<file path="src/rtl/clnws_pkg.sv">
// clnws_pkg: shared types, codes and pin-state tables for the LCD nibble
// write sequencer. No dependencies.
package clnws_pkg;

   localparam int PULSE_W = 10;
   localparam int HOLD_W  = 20;
   localparam int STEP_W  = 5;

   // request codes
   localparam logic [1:0] CMD_WRITE_INSTR = 2'd0;
   localparam logic [1:0] CMD_WRITE_DATA  = 2'd1;
   localparam logic [1:0] CMD_INIT        = 2'd2;

   // register indexes
   localparam logic CSR_ENABLE_PULSE = 1'b0;
   localparam logic CSR_POWER_WAIT   = 1'b1;

   localparam logic [PULSE_W-1:0] ENABLE_PULSE_RESET = 10'd1;
   localparam logic [HOLD_W-1:0]  POWER_WAIT_RESET   = 20'd40000;

   localparam logic [HOLD_W-1:0] SLOW_WAIT_US = 20'd2000;
   localparam logic [HOLD_W-1:0] WAKE_WAIT_US = 20'd6000;

   localparam logic [7:0] INSTR_CLEAR   = 8'h01;
   localparam logic [7:0] INSTR_FUNCSET = 8'h28;
   localparam logic [7:0] INSTR_DISPON  = 8'h0C;
   localparam logic [7:0] INSTR_ENTRY   = 8'h06;

   localparam logic [3:0] WAKE_NIBBLE = 4'h3;
   localparam logic [3:0] MODE_NIBBLE = 4'h2;

   localparam logic [STEP_W-1:0] WRITE_LAST_STEP = 5'd3;
   localparam logic [STEP_W-1:0] INIT_LAST_STEP  = 5'd24;
   localparam logic [STEP_W-1:0] INIT_BYTE_START = 5'd9;

   typedef enum logic [1:0] {
      EXTRA_NONE  = 2'd0,
      EXTRA_SLOW  = 2'd1,
      EXTRA_WAKE  = 2'd2,
      EXTRA_POWER = 2'd3
   } extra_type;

   typedef struct packed {
      logic            en;
      logic [3:0]      nib;
      extra_type       extra;
      logic            last;
   } step_info_type;

   // controller -> datapath
   typedef struct packed {
      logic              load_req;
      logic              emit;
      logic              sel_init;
      logic [STEP_W-1:0] step;
   } dp_cmd_type;

   // datapath -> controller
   typedef struct packed {
      logic out_free;
   } dp_status_type;

   // One of the four pin states of a byte write.
   function automatic step_info_type write_step(input logic [1:0] idx,
                                                input logic slow,
                                                input logic last_en,
                                                input logic [7:0] b);
      step_info_type s;
      s.en    = ~idx[0];
      s.nib   = idx[1] ? b[3:0] : b[7:4];
      s.extra = (idx == 2'd3 && slow) ? EXTRA_SLOW : EXTRA_NONE;
      s.last  = (idx == 2'd3) ? last_en : 1'b0;
      return s;
   endfunction

   // Power-on sequence, 25 pin states.
   function automatic step_info_type init_step(input logic [STEP_W-1:0] idx);
      step_info_type s;
      logic [STEP_W-1:0] k;
      logic [7:0] b;
      k = idx - INIT_BYTE_START;
      unique case (k[3:2])
         2'd0:    b = INSTR_FUNCSET;
         2'd1:    b = INSTR_DISPON;
         2'd2:    b = INSTR_CLEAR;
         default: b = INSTR_ENTRY;
      endcase
      if (idx == '0) begin
         s.en    = 1'b0;
         s.nib   = 4'h0;
         s.extra = EXTRA_POWER;
         s.last  = 1'b0;
      end else if (idx < 5'd7) begin
         s.en    = idx[0];
         s.nib   = WAKE_NIBBLE;
         s.extra = idx[0] ? EXTRA_NONE : EXTRA_WAKE;
         s.last  = 1'b0;
      end else if (idx < INIT_BYTE_START) begin
         s.en    = idx[0];
         s.nib   = MODE_NIBBLE;
         s.extra = EXTRA_NONE;
         s.last  = 1'b0;
      end else begin
         // clear and entry mode both carry the slow wait
         s = write_step(k[1:0], k[3], idx == INIT_LAST_STEP, b);
      end
      return s;
   endfunction

endpackage

</file>
<file path="src/rtl/clnws_if.sv">
// clnws_if: request and response channel interfaces (valid/ready).
// Depends on clnws_pkg.
interface clnws_req_if
   import clnws_pkg::*;
   ();
   logic       valid;
   logic       ready;
   logic [1:0] command;
   logic [7:0] byte_value;

   modport source (output valid, command, byte_value, input ready);
   modport sink   (input valid, command, byte_value, output ready);
endinterface

interface clnws_rsp_if
   import clnws_pkg::*;
   ();
   logic              valid;
   logic              ready;
   logic              rs_level;
   logic              enable_level;
   logic [3:0]        bus_nibble;
   logic [HOLD_W-1:0] hold_us;
   logic              last_step;

   modport source (output valid, rs_level, enable_level, bus_nibble, hold_us,
                   last_step, input ready);
   modport sink   (input valid, rs_level, enable_level, bus_nibble, hold_us,
                   last_step, output ready);
endinterface

</file>
<file path="src/rtl/clnws_ctrl.sv">
// clnws_ctrl: request handshake and step sequencing state machine.
// Depends on clnws_pkg.
module clnws_ctrl
   import clnws_pkg::*;
(
   input  logic          clock,
   input  logic          reset,
   input  logic          req_valid,
   input  logic [1:0]    req_command,
   output logic          req_ready,
   input  dp_status_type status,
   output dp_cmd_type    cmd
);

   typedef enum logic [2:0] {
      ST_IDLE  = 3'b001,
      ST_WRITE = 3'b010,
      ST_INIT  = 3'b100
   } state_type;

   state_type         state_ff, state_in;
   logic [STEP_W-1:0] step_ff, step_in;
   logic              emit, last, accept;

   assign emit   = (state_ff != ST_IDLE) && status.out_free;
   assign last   = ((state_ff == ST_WRITE) && (step_ff == WRITE_LAST_STEP)) ||
                   ((state_ff == ST_INIT) && (step_ff == INIT_LAST_STEP));
   // next request is taken together with the final pin state
   assign req_ready = (state_ff == ST_IDLE) || (emit && last);
   assign accept    = req_valid && req_ready;

   always_comb begin
      state_in = state_ff;
      step_in  = step_ff;
      if (accept) begin
         step_in = '0;
         unique case (req_command)
            CMD_WRITE_INSTR, CMD_WRITE_DATA: state_in = ST_WRITE;
            CMD_INIT:                        state_in = ST_INIT;
            default:                         state_in = ST_IDLE;
         endcase
      end else if (emit) begin
         if (last) begin
            state_in = ST_IDLE;
         end else begin
            step_in = step_ff + 1'b1;
         end
      end
   end

   always_ff @(posedge clock) begin
      if (reset) begin
         state_ff <= ST_IDLE;
         step_ff  <= '0;
      end else begin
         state_ff <= state_in;
         step_ff  <= step_in;
      end
   end

   assign cmd.load_req = accept;
   assign cmd.emit     = emit;
   assign cmd.sel_init = (state_ff == ST_INIT);
   assign cmd.step     = step_ff;

endmodule

</file>
<file path="src/rtl/clnws_dpath.sv">
// clnws_dpath: config registers, request latch, pin-state decode and
// output register. Depends on clnws_pkg.
module clnws_dpath
   import clnws_pkg::*;
(
   input  logic              clock,
   input  logic              reset,
   input  logic              csr_write_enable,
   input  logic              csr_index,
   input  logic [HOLD_W-1:0] csr_write_data,
   input  logic [1:0]        req_command,
   input  logic [7:0]        req_byte_value,
   input  logic              rsp_ready,
   output logic              rsp_valid,
   output logic              rsp_rs_level,
   output logic              rsp_enable_level,
   output logic [3:0]        rsp_bus_nibble,
   output logic [HOLD_W-1:0] rsp_hold_us,
   output logic              rsp_last_step,
   input  dp_cmd_type        cmd,
   output dp_status_type     status
);

   logic [PULSE_W-1:0] pulse_ff;
   logic [HOLD_W-1:0]  power_ff;
   logic               rs_ff;
   logic [7:0]         byte_ff;
   logic               valid_ff, valid_in;
   logic               rs_out_ff, en_out_ff, last_out_ff;
   logic [3:0]         nib_out_ff;
   logic [HOLD_W-1:0]  hold_out_ff, hold_in;
   step_info_type      info;
   logic               slow;

   always_ff @(posedge clock) begin
      if (reset) begin
         pulse_ff <= ENABLE_PULSE_RESET;
         power_ff <= POWER_WAIT_RESET;
      end else if (csr_write_enable) begin
         if (csr_index == CSR_ENABLE_PULSE) begin
            pulse_ff <= csr_write_data[PULSE_W-1:0];
         end else begin
            power_ff <= csr_write_data;
         end
      end
   end

   always_ff @(posedge clock) begin
      if (cmd.load_req) begin
         rs_ff   <= req_command[0];
         byte_ff <= req_byte_value;
      end
   end

   // clear (0x01) and home (0x02/0x03) instructions need the slow wait
   assign slow = !rs_ff && ((byte_ff == INSTR_CLEAR) || (byte_ff[7:1] == 7'd1));

   always_comb begin
      if (cmd.sel_init) begin
         info = init_step(cmd.step);
      end else begin
         info = write_step(cmd.step[1:0], slow, 1'b1, byte_ff);
      end
      unique case (info.extra)
         EXTRA_NONE:  hold_in = {{(HOLD_W-PULSE_W){1'b0}}, pulse_ff};
         EXTRA_SLOW:  hold_in = {{(HOLD_W-PULSE_W){1'b0}}, pulse_ff} + SLOW_WAIT_US;
         EXTRA_WAKE:  hold_in = {{(HOLD_W-PULSE_W){1'b0}}, pulse_ff} + WAKE_WAIT_US;
         default:     hold_in = power_ff;
      endcase
   end

   assign status.out_free = !valid_ff || rsp_ready;

   always_comb begin
      if (cmd.emit) begin
         valid_in = 1'b1;
      end else if (rsp_ready) begin
         valid_in = 1'b0;
      end else begin
         valid_in = valid_ff;
      end
   end

   always_ff @(posedge clock) begin
      if (reset) begin
         valid_ff <= 1'b0;
      end else begin
         valid_ff <= valid_in;
      end
   end

   always_ff @(posedge clock) begin
      if (cmd.emit) begin
         rs_out_ff   <= cmd.sel_init ? 1'b0 : rs_ff;
         en_out_ff   <= info.en;
         nib_out_ff  <= info.nib;
         hold_out_ff <= hold_in;
         last_out_ff <= info.last;
      end
   end

   assign rsp_valid        = valid_ff;
   assign rsp_rs_level     = rs_out_ff;
   assign rsp_enable_level = en_out_ff;
   assign rsp_bus_nibble   = nib_out_ff;
   assign rsp_hold_us      = hold_out_ff;
   assign rsp_last_step    = last_out_ff;

endmodule

</file>
<file path="src/rtl/char_lcd_nibble_write_sequencer.sv">
// char_lcd_nibble_write_sequencer: top level, controller plus datapath.
// Depends on clnws_pkg, clnws_if, clnws_ctrl and clnws_dpath.
//
// Turns requests for a 4-bit HD44780-style character LCD into a list of pin
// states, one response beat per state: RS level, enable level, D7..D4 and a
// hold time in microseconds, with last_step set on the final state of the
// request. The block does no timing of its own; the consumer holds each
// state for hold_us. An instruction or data write gives 4 beats (high nibble
// then low nibble, enable high then low for each); clear and home
// instructions add 2000 us to the final hold. An init request gives 25 beats
// (power-on wait, three 0x3 wake pulses with 6000 us each, 0x2, then 0x28,
// 0x0C, 0x01 and 0x06). Command code 3 is consumed with no beats. Rate: one
// beat per cycle while the response side is ready; the step counter of the
// controller sets the pace, and the next request is accepted in the cycle
// its predecessor's final beat is produced. A finished beat waits in the
// output register without blocking that acceptance. Config (enable_pulse_us
// index 0, power_on_wait_us index 1) is to be written through the csr_ port
// only while the block is idle; the block itself does not enforce this.
module char_lcd_nibble_write_sequencer
   import clnws_pkg::*;
(
   input  logic              clock,
   input  logic              reset,
   input  logic              csr_write_enable,
   input  logic              csr_index,
   input  logic [HOLD_W-1:0] csr_write_data,
   clnws_req_if.sink         req_chan,
   clnws_rsp_if.source       rsp_chan
);

   dp_cmd_type    dp_cmd;
   dp_status_type dp_status;

   // sequencing: handshake on the request side, step counter
   clnws_ctrl u_ctrl (
      .clock       (clock),
      .reset       (reset),
      .req_valid   (req_chan.valid),
      .req_command (req_chan.command),
      .req_ready   (req_chan.ready),
      .status      (dp_status),
      .cmd         (dp_cmd)
   );

   // config, pin-state decode and response register
   clnws_dpath u_dpath (
      .clock            (clock),
      .reset            (reset),
      .csr_write_enable (csr_write_enable),
      .csr_index        (csr_index),
      .csr_write_data   (csr_write_data),
      .req_command      (req_chan.command),
      .req_byte_value   (req_chan.byte_value),
      .rsp_ready        (rsp_chan.ready),
      .rsp_valid        (rsp_chan.valid),
      .rsp_rs_level     (rsp_chan.rs_level),
      .rsp_enable_level (rsp_chan.enable_level),
      .rsp_bus_nibble   (rsp_chan.bus_nibble),
      .rsp_hold_us      (rsp_chan.hold_us),
      .rsp_last_step    (rsp_chan.last_step),
      .cmd              (dp_cmd),
      .status           (dp_status)
   );

endmodule
</file>
<file path="src/flat_wrapper.sv">
// flat-port wrapper written by rule: the top's interface ports become plain ports
module char_lcd_nibble_write_sequencer_flat import clnws_pkg::*;
  (clock, reset, csr_write_enable, csr_index, csr_write_data, req_chan_valid, req_chan_command, req_chan_byte_value, req_chan_ready, rsp_chan_valid, rsp_chan_rs_level, rsp_chan_enable_level, rsp_chan_bus_nibble, rsp_chan_hold_us, rsp_chan_last_step, rsp_chan_ready);
  clnws_req_if req_chan_i ();
  clnws_rsp_if rsp_chan_i ();
  input  logic clock;
  input  logic reset;
  input  logic csr_write_enable;
  input  logic csr_index;
  input  logic [HOLD_W-1:0] csr_write_data;
  input wire logic [$bits(req_chan_i.valid)-1:0] req_chan_valid;
  input wire logic [$bits(req_chan_i.command)-1:0] req_chan_command;
  input wire logic [$bits(req_chan_i.byte_value)-1:0] req_chan_byte_value;
  output wire logic [$bits(req_chan_i.ready)-1:0] req_chan_ready;
  output wire logic [$bits(rsp_chan_i.valid)-1:0] rsp_chan_valid;
  output wire logic [$bits(rsp_chan_i.rs_level)-1:0] rsp_chan_rs_level;
  output wire logic [$bits(rsp_chan_i.enable_level)-1:0] rsp_chan_enable_level;
  output wire logic [$bits(rsp_chan_i.bus_nibble)-1:0] rsp_chan_bus_nibble;
  output wire logic [$bits(rsp_chan_i.hold_us)-1:0] rsp_chan_hold_us;
  output wire logic [$bits(rsp_chan_i.last_step)-1:0] rsp_chan_last_step;
  input wire logic [$bits(rsp_chan_i.ready)-1:0] rsp_chan_ready;
  assign req_chan_i.valid = req_chan_valid;
  assign req_chan_i.command = req_chan_command;
  assign req_chan_i.byte_value = req_chan_byte_value;
  assign req_chan_ready = req_chan_i.ready;
  assign rsp_chan_valid = rsp_chan_i.valid;
  assign rsp_chan_rs_level = rsp_chan_i.rs_level;
  assign rsp_chan_enable_level = rsp_chan_i.enable_level;
  assign rsp_chan_bus_nibble = rsp_chan_i.bus_nibble;
  assign rsp_chan_hold_us = rsp_chan_i.hold_us;
  assign rsp_chan_last_step = rsp_chan_i.last_step;
  assign rsp_chan_i.ready = rsp_chan_ready;
  char_lcd_nibble_write_sequencer u_core (.clock(clock), .reset(reset), .csr_write_enable(csr_write_enable), .csr_index(csr_index), .csr_write_data(csr_write_data), .req_chan(req_chan_i), .rsp_chan(rsp_chan_i));
endmodule
</file>
<file path="config.mk">
export PLATFORM = sky130hd
export DESIGN_NAME = char_lcd_nibble_write_sequencer_flat
export DESIGN_NICKNAME = d
export VERILOG_FILES = /design/src/rtl/clnws_pkg.sv /design/src/rtl/clnws_if.sv /design/src/rtl/clnws_ctrl.sv /design/src/rtl/clnws_dpath.sv /design/src/rtl/char_lcd_nibble_write_sequencer.sv /design/src/flat_wrapper.sv
export SDC_FILE = /design/constraint.sdc
export NUM_CORES = 1
export LEC_CHECK = 0
export BUFFER_PORTS_ARGS = -buffer_cell sky130_fd_sc_hd__buf_4
export CORE_ASPECT_RATIO = 1.5
export CORE_MARGIN = 3
export CORE_UTILIZATION = 60
export CTS_CLUSTER_DIAMETER = 120
export DETAILED_ROUTE_END_ITERATION = 16
export PLACE_DENSITY = 0.81
export SKIP_LAST_GASP = 1
export SYNTH_ARGS = -nofsm -noshare
export SYNTH_HDL_FRONTEND = slang
export SYNTH_SLANG_ARGS = --single-unit
</file>
<file path="constraint.sdc">
create_clock -name clock -period 8.9 [get_ports clock]
set_clock_uncertainty 0.1 [all_clocks]
set_input_delay 0.89 -clock clock [delete_from_list [all_inputs] [get_ports clock]]
set_output_delay 0.89 -clock clock [all_outputs]
set_load 0.005 [all_outputs]
</file>
# After elaboration in Yosys (flattened, before gate mapping)
# Cells that the tools add are included.
# Widths: inputs -> output; s select.
word_totals:
  wordCells: 84
  reg_bits: 75
  out_inout_bits: 29
classes:
  order_cmp: 2
  muxes: 19
  add_sub_neg: 4
  n_reduce_logical: 27
  eq_ne: 16
  n_bitwise: 4
ops:
  columns: ["cell", "count"]
  rows:
  - ["$pmux 20 s3", 1]
  - ["$mux 8", 4]
  - ["$pmux 6 s3", 1]
  - ["$add 10x13->14 const B", 1]
  - ["$add 10x11->12 const B", 1]
  - ["$eq 2x2->1 const B", 5]
  - ["$mux 3", 3]
  - ["$eq 8x1->1 const B", 1]
  - ["$logic_and 1x1->1", 8]
  - ["$mux 4", 2]
  - ["$reduce_and 2->1", 4]
  - ["$eq 7x1->1 const B", 1]
  - ["$eq 2x1->1 const B", 3]
  - ["$logic_not 2->1", 3]
  - ["$mux 1", 6]
  - ["$pmux 3 s2", 1]
  - ["$reduce_bool 2->1", 3]
  - ["$add 5x1->5 const B", 1]
  - ["$eq 5x2->1 const B", 1]
  - ["$eq 5x5->1 const B", 1]
  - ["$logic_not 5->1", 1]
  - ["$lt 5x3->1 const B", 1]
  - ["$lt 5x4->1 const B", 1]
  - ["$logic_or 1x1->1", 4]
  - ["other kinds (9)", 14]

# Longest topological paths before layout
logic_depth:
  ltp_word: 10
  depth_mapped: 9

# Modules after synthesis
# A second synthesis with hierarchy kept.
hier_totals:
  hier_cells: 373
  area_unflattened_um2: 3666.0
modules_own_cells:
  columns: ["mod", "area_each_um2", "seq_area_each_um2", "instances", "cells_each"]
  rows:
  - ["clnws_dpath", 3183.1, 1701.6, 1, 324]
  - ["clnws_ctrl", 483.0, 160.2, 1, 49]

# Least setup slack after synthesis
# No wires, ideal clock.
synth_timing:
  path_type: "input-to-output"
  from: "input rsp_chan_ready"
  to: "output req_chan_ready"
  setup_slack_ns: 4.945
  path_stages: 4
  arrival_time_ns: 2.965
  path_buffers: 0
  t_required_ns: 7.910
  cell_sequence: "inv_1 -> a21oi_1 -> a21boi_4 -> or2_2"
synth_rtl:
  columns: ["element", "line", "source"]
  rows:
  - ["start: declaration", "flat_wrapper.sv:21", "input wire logic [$bits(rsp_chan_i.ready)-1:0] rsp_chan_ready;"]
  - ["end: declaration", "flat_wrapper.sv:14", "output wire logic [$bits(req_chan_i.ready)-1:0] req_chan_ready;"]

# Final worst setup path
layout_timing:
  from: "register u_core.u_ctrl.step_ff[0]"
  to: "output req_chan_ready"
layout_between:
  elab_chain_len: 5
  elab_cells_between_ends: 7
  cone_classes: "eq/ne: 2; reduce/logical: 5"
layout_lines:
  columns: ["element", "line", "source"]
  rows:
  - ["start: declaration", "clnws_ctrl.sv:22", "logic [STEP_W-1:0] step_ff, step_in;"]
  - ["start signal: assignment", "clnws_ctrl.sv:57", "step_ff <= step_in;"]
  - ["$eq 5x2->1 / $eq 5x5->1 (equally long branches)", "clnws_ctrl.sv:26, clnws_ctrl.sv:27", null]
  - ["$logic_and 1x1->1, on equally long branches", "clnws_ctrl.sv:26, clnws_ctrl.sv:27", null]
  - ["$logic_or 1x1->1 (*)", "clnws_ctrl.sv:26", "assign last = ((state_ff == ST_WRITE) && (step_ff == WRITE_LAST_STEP)) ||"]
  - ["$logic_and 1x1->1 (*)", "clnws_ctrl.sv:29", "assign req_ready = (state_ff == ST_IDLE) || (emit && last);"]
  - ["$logic_or 1x1->1 (*)", "clnws_ctrl.sv:29", null]
# Every way passes the cells marked *; elsewhere a longest branch is shown, timed or not.

==> flow_summary.json <==
{
  "seq_area_sq_um": 1860,
  "avgRoutedWirePerCell_um": 16.3,
  "yosysTopAreaCell": "edfxtp_1",
  "place_hpwl_um": 5570,
  "max-vdd-ir-drop_mv": 0.136,
  "cp.arrival_ps": 2240,
  "setup_viol": 0,
  "switching_power_mw": 0.202,
  "totalNegativeSetupSlack_ps": 0,
  "fin_crit_ps": 3230,
  "synth_area_leaders": "edfxtp_1, dfxtp_1, nand2_1",
  "antenna_found_initial": 0,
  "syn_nets": 408,
  "wl_um": 8060,
  "synthSimpleGateAreaFrac_pct": 21.7,
  "grt_first_pass_wirelength_um": 12800,
  "grtUsageTotal_pct": 25.0,
  "post-route-period-util_pct": 36.3,
  "initial_core_util_pct": 63.5,
  "htree_levels": 3,
  "dieArea_sq_um": 6870,
  "ys_ff_latch": 75,
  "grt_max_degree": 40,
  "status": "complete, no violations",
  "drv_slew": 0,
  "power_frac_clock_pct": 33.1,
  "finalHoldViolCount": 0,
  "syn_area_sq_um": 3540,
  "comb_power_share_pct": 15.2,
  "multi_input_area_sq_um": 1540,
  "tightest_slew_ps": 1090,
  "synth_fa_ha_area_share_pct": 1.77,
  "die_h_um": 100,
  "max_freq_mhz": 309,
  "core-area_sq_um": 5570,
  "required_ps": 7910,
  "drv_cap": 0,
  "switching_share_pct": 25.3,
  "path_cells": "inv_1, ha_1, nand2b_1, or3_4, a21boi_4, or2_2, buf_4",
  "pwr-share-seq_pct": 51.7,
  "cts_root_buffer": "clkbuf_8",
  "worst_slack_ps": 5670,
  "drc": 0,
  "crit_slowest_cell": "dfxtp_1",
  "syn2layout_area_growth_pct": 19.4,
  "ant_nets": 0,
  "grt_pass1_vias": 2776,
  "post-route-util_pct": 75.8,
  "synth_top_family_by_area": "simple AND/OR/NAND/NOR gates",
  "cp_top_family": "simple AND/OR/NAND/NOR gates",
  "ctsResizeCount": 0,
  "die_w_um": 68.7,
  "yosysWarnings": 0,
  "startpoint_type": "flop",
  "synth_top_area_share_pct": 30.6,
  "cp_max_fo": 10,
  "ys_async_sr_fraction_pct": 0,
  "end_kind": "output port",
  "p_int_mw": 0.596,
  "cts.clk_slew.worst_paths_ps": 70,
  "power.leakage_nw": 1.64,
  "diodes": 0,
  "rsz0062_at_grt": "no",
  "synth_edf_count": 36,
  "holdWs_ps": 359,
  "routabilityCongestion": 0.936,
  "post-place-ws_ps": 6030,
  "holdCritPathClass": "reg -> reg",
  "slowest_delay_ps": 430,
  "rows": 33,
  "vias": 2888,
  "postCtsHoldBufs": 0,
  "synthMuxAreaShare_pct": 2.02,
  "ios": 65,
  "synth_top_flop_cell": "dfxtp_1",
  "gr-total-overflow": 0,
  "drt-initial-drc-count": 251,
  "syn_area_per_cell_sq_um": 9.64,
  "tritoncts": "yes",
  "relSlewSlack_pct": 27.2,
  "clock_path_buffers": 2,
  "final_layout_size_suffix_gt1_share_pct": 23.2,
  "insertion_delay_ps": 350,
  "yosys.area_share.xor_xnor_pct": 0.990,
  "synth_cell_types": 62,
  "cts_sinks": 75,
  "fillers": 426,
  "cts_setup_buffers": 0,
  "vias_per_cell": 5.82,
  "syn_inst": 367,
  "final_nets": 462,
  "cts_buffers": 9,
  "path_class": "reg -> out",
  "critPathBufInv": 2,
  "synth_compound_area_share_pct": 16.8,
  "synth-seq-area-share_pct": 52.6,
  "powerDensity_nw_per_um2": 189,
  "io_buffers": 64,
  "first_pass_iters": 4
}
[Yosys cell counts, drive strengths merged, types with 4 or more instances]
master	instances
or2	4
or3	5
dfxtp	39
o211ai	5
nand3b	7
o21ai	8
ha	5
nand2b	4
nand2	90
o22ai	6
o31ai	4
nor4	6
nor2	13
and3	7
a21oi	36
edfxtp	36
nor3	5
clkbuf	14
mux2i	6
buf	8
inv	12
a2111oi	4
[worst reg2reg max path: stages, from the launching register on]
cell	delay, ps
dfxtp_1	430
inv_1	200
ha_1	210
or4b_2	670
nor2_1	580
nor4_2	180
xnor2_1	210
a21oi_1	90
[state kept, by name, indices dropped and copies added (netlist names)]
name                             flops
u_core.u_ctrl.step_ff                5
u_core.u_dpath.rsp_valid             1
u_core.u_ctrl.state_ff               3
u_core.u_dpath.rs_ff                 1
u_core.u_dpath.rsp_bus_nibble        4
u_core.u_dpath.pulse_ff             10
u_core.u_dpath.rsp_last_step         1
u_core.u_dpath.rsp_enable_level      1
u_core.u_dpath.power_ff             20
u_core.u_dpath.rsp_hold_us          20
u_core.u_dpath.rsp_rs_level          1
u_core.u_dpath.byte_ff               8
[final timing paths]
check | startpoint | endpoint | slack, ps | depth (start not counted)
hold reg to reg | u_core.u_dpath.power_ff[19] | u_core.u_dpath.power_ff[19] | 360 | 2
hold / removal | u_core.u_dpath.power_ff[19] | u_core.u_dpath.power_ff[19] | 360 | 2
setup / recovery | u_core.u_ctrl.step_ff[0] | req_chan_ready | 5670 | 7
setup reg to reg | u_core.u_ctrl.step_ff[0] | u_core.u_dpath.rsp_hold_us[4] | 5970 | 7
[cell usage in the layout (no fill, tap or decap), types with 4 or more instances in the layout]
master     n
nor3_1     5
nand2b_1   4
a21oi_1   34
ha_1       5
or3_1      4
o22ai_1    6
o21ai_0    8
clkbuf_8  11
mux2i_1    6
o211ai_1   5
nand2_1   90
nand3b_1   7
and3_1     7
inv_1     12
buf_4     65
nor4_1     4
nor2_1    13
dfxtp_1   39
edfxtp_1  36
[metrics by stage]
stage                     power [mW]  std cells  cell area, sq um
after global placement         0.537        480              4020
after floorplan                0.484        367              3540
after global routing           0.830        496              4230
after CTS                      0.803        496              4230
after detailed placement       0.541        480              4020
final                          0.798        496              4230
[per-layer routing]
| layer | up-vias | share of wire (%) | global-route usage, % |
|---|---|---|---|
| li1 | 1425 | - | - |
| met1 | 1350 | 38 | 28.1 |
| met2 | 91 | 54 | 42.4 |
| met3 | 22 | 4.6 | 5.15 |
| met4 | 0 | 2.8 | 14.4 |
| met5 | - | 0 | 0 |
[area by class of cell]
type	count	area share, %
multi-input combinational	258	36.4
inverter	12	1.07
timing repair buffer	65	11.5
clock inverter	4	1.15
clock buffer	12	3.67
tap	70	2.07
sequential	75	44.0
[cells by family (layout without fill, tap and decap cells)]
group,after synthesis,count (layout)
and+or+nand+nor,157,157
buffers and inverters,34,93
AOI/OAI and AO/OA,85,85
muxes,7,7
xor gates and xnor gates,4,4
DFF,75,75
adders and majority gates,5,5
[power by group through the flow]
stage	logic [mW]	registers [mW]	clock network, mW
floorplan	0.0681	0.416	0
global placement	0.117	0.419	0
detailed placement	0.120	0.421	0
CTS	0.121	0.413	0.269
global route	0.134	0.416	0.280
finish	0.121	0.413	0.264
No activity file was read; power rests on OpenSTA's default activity.
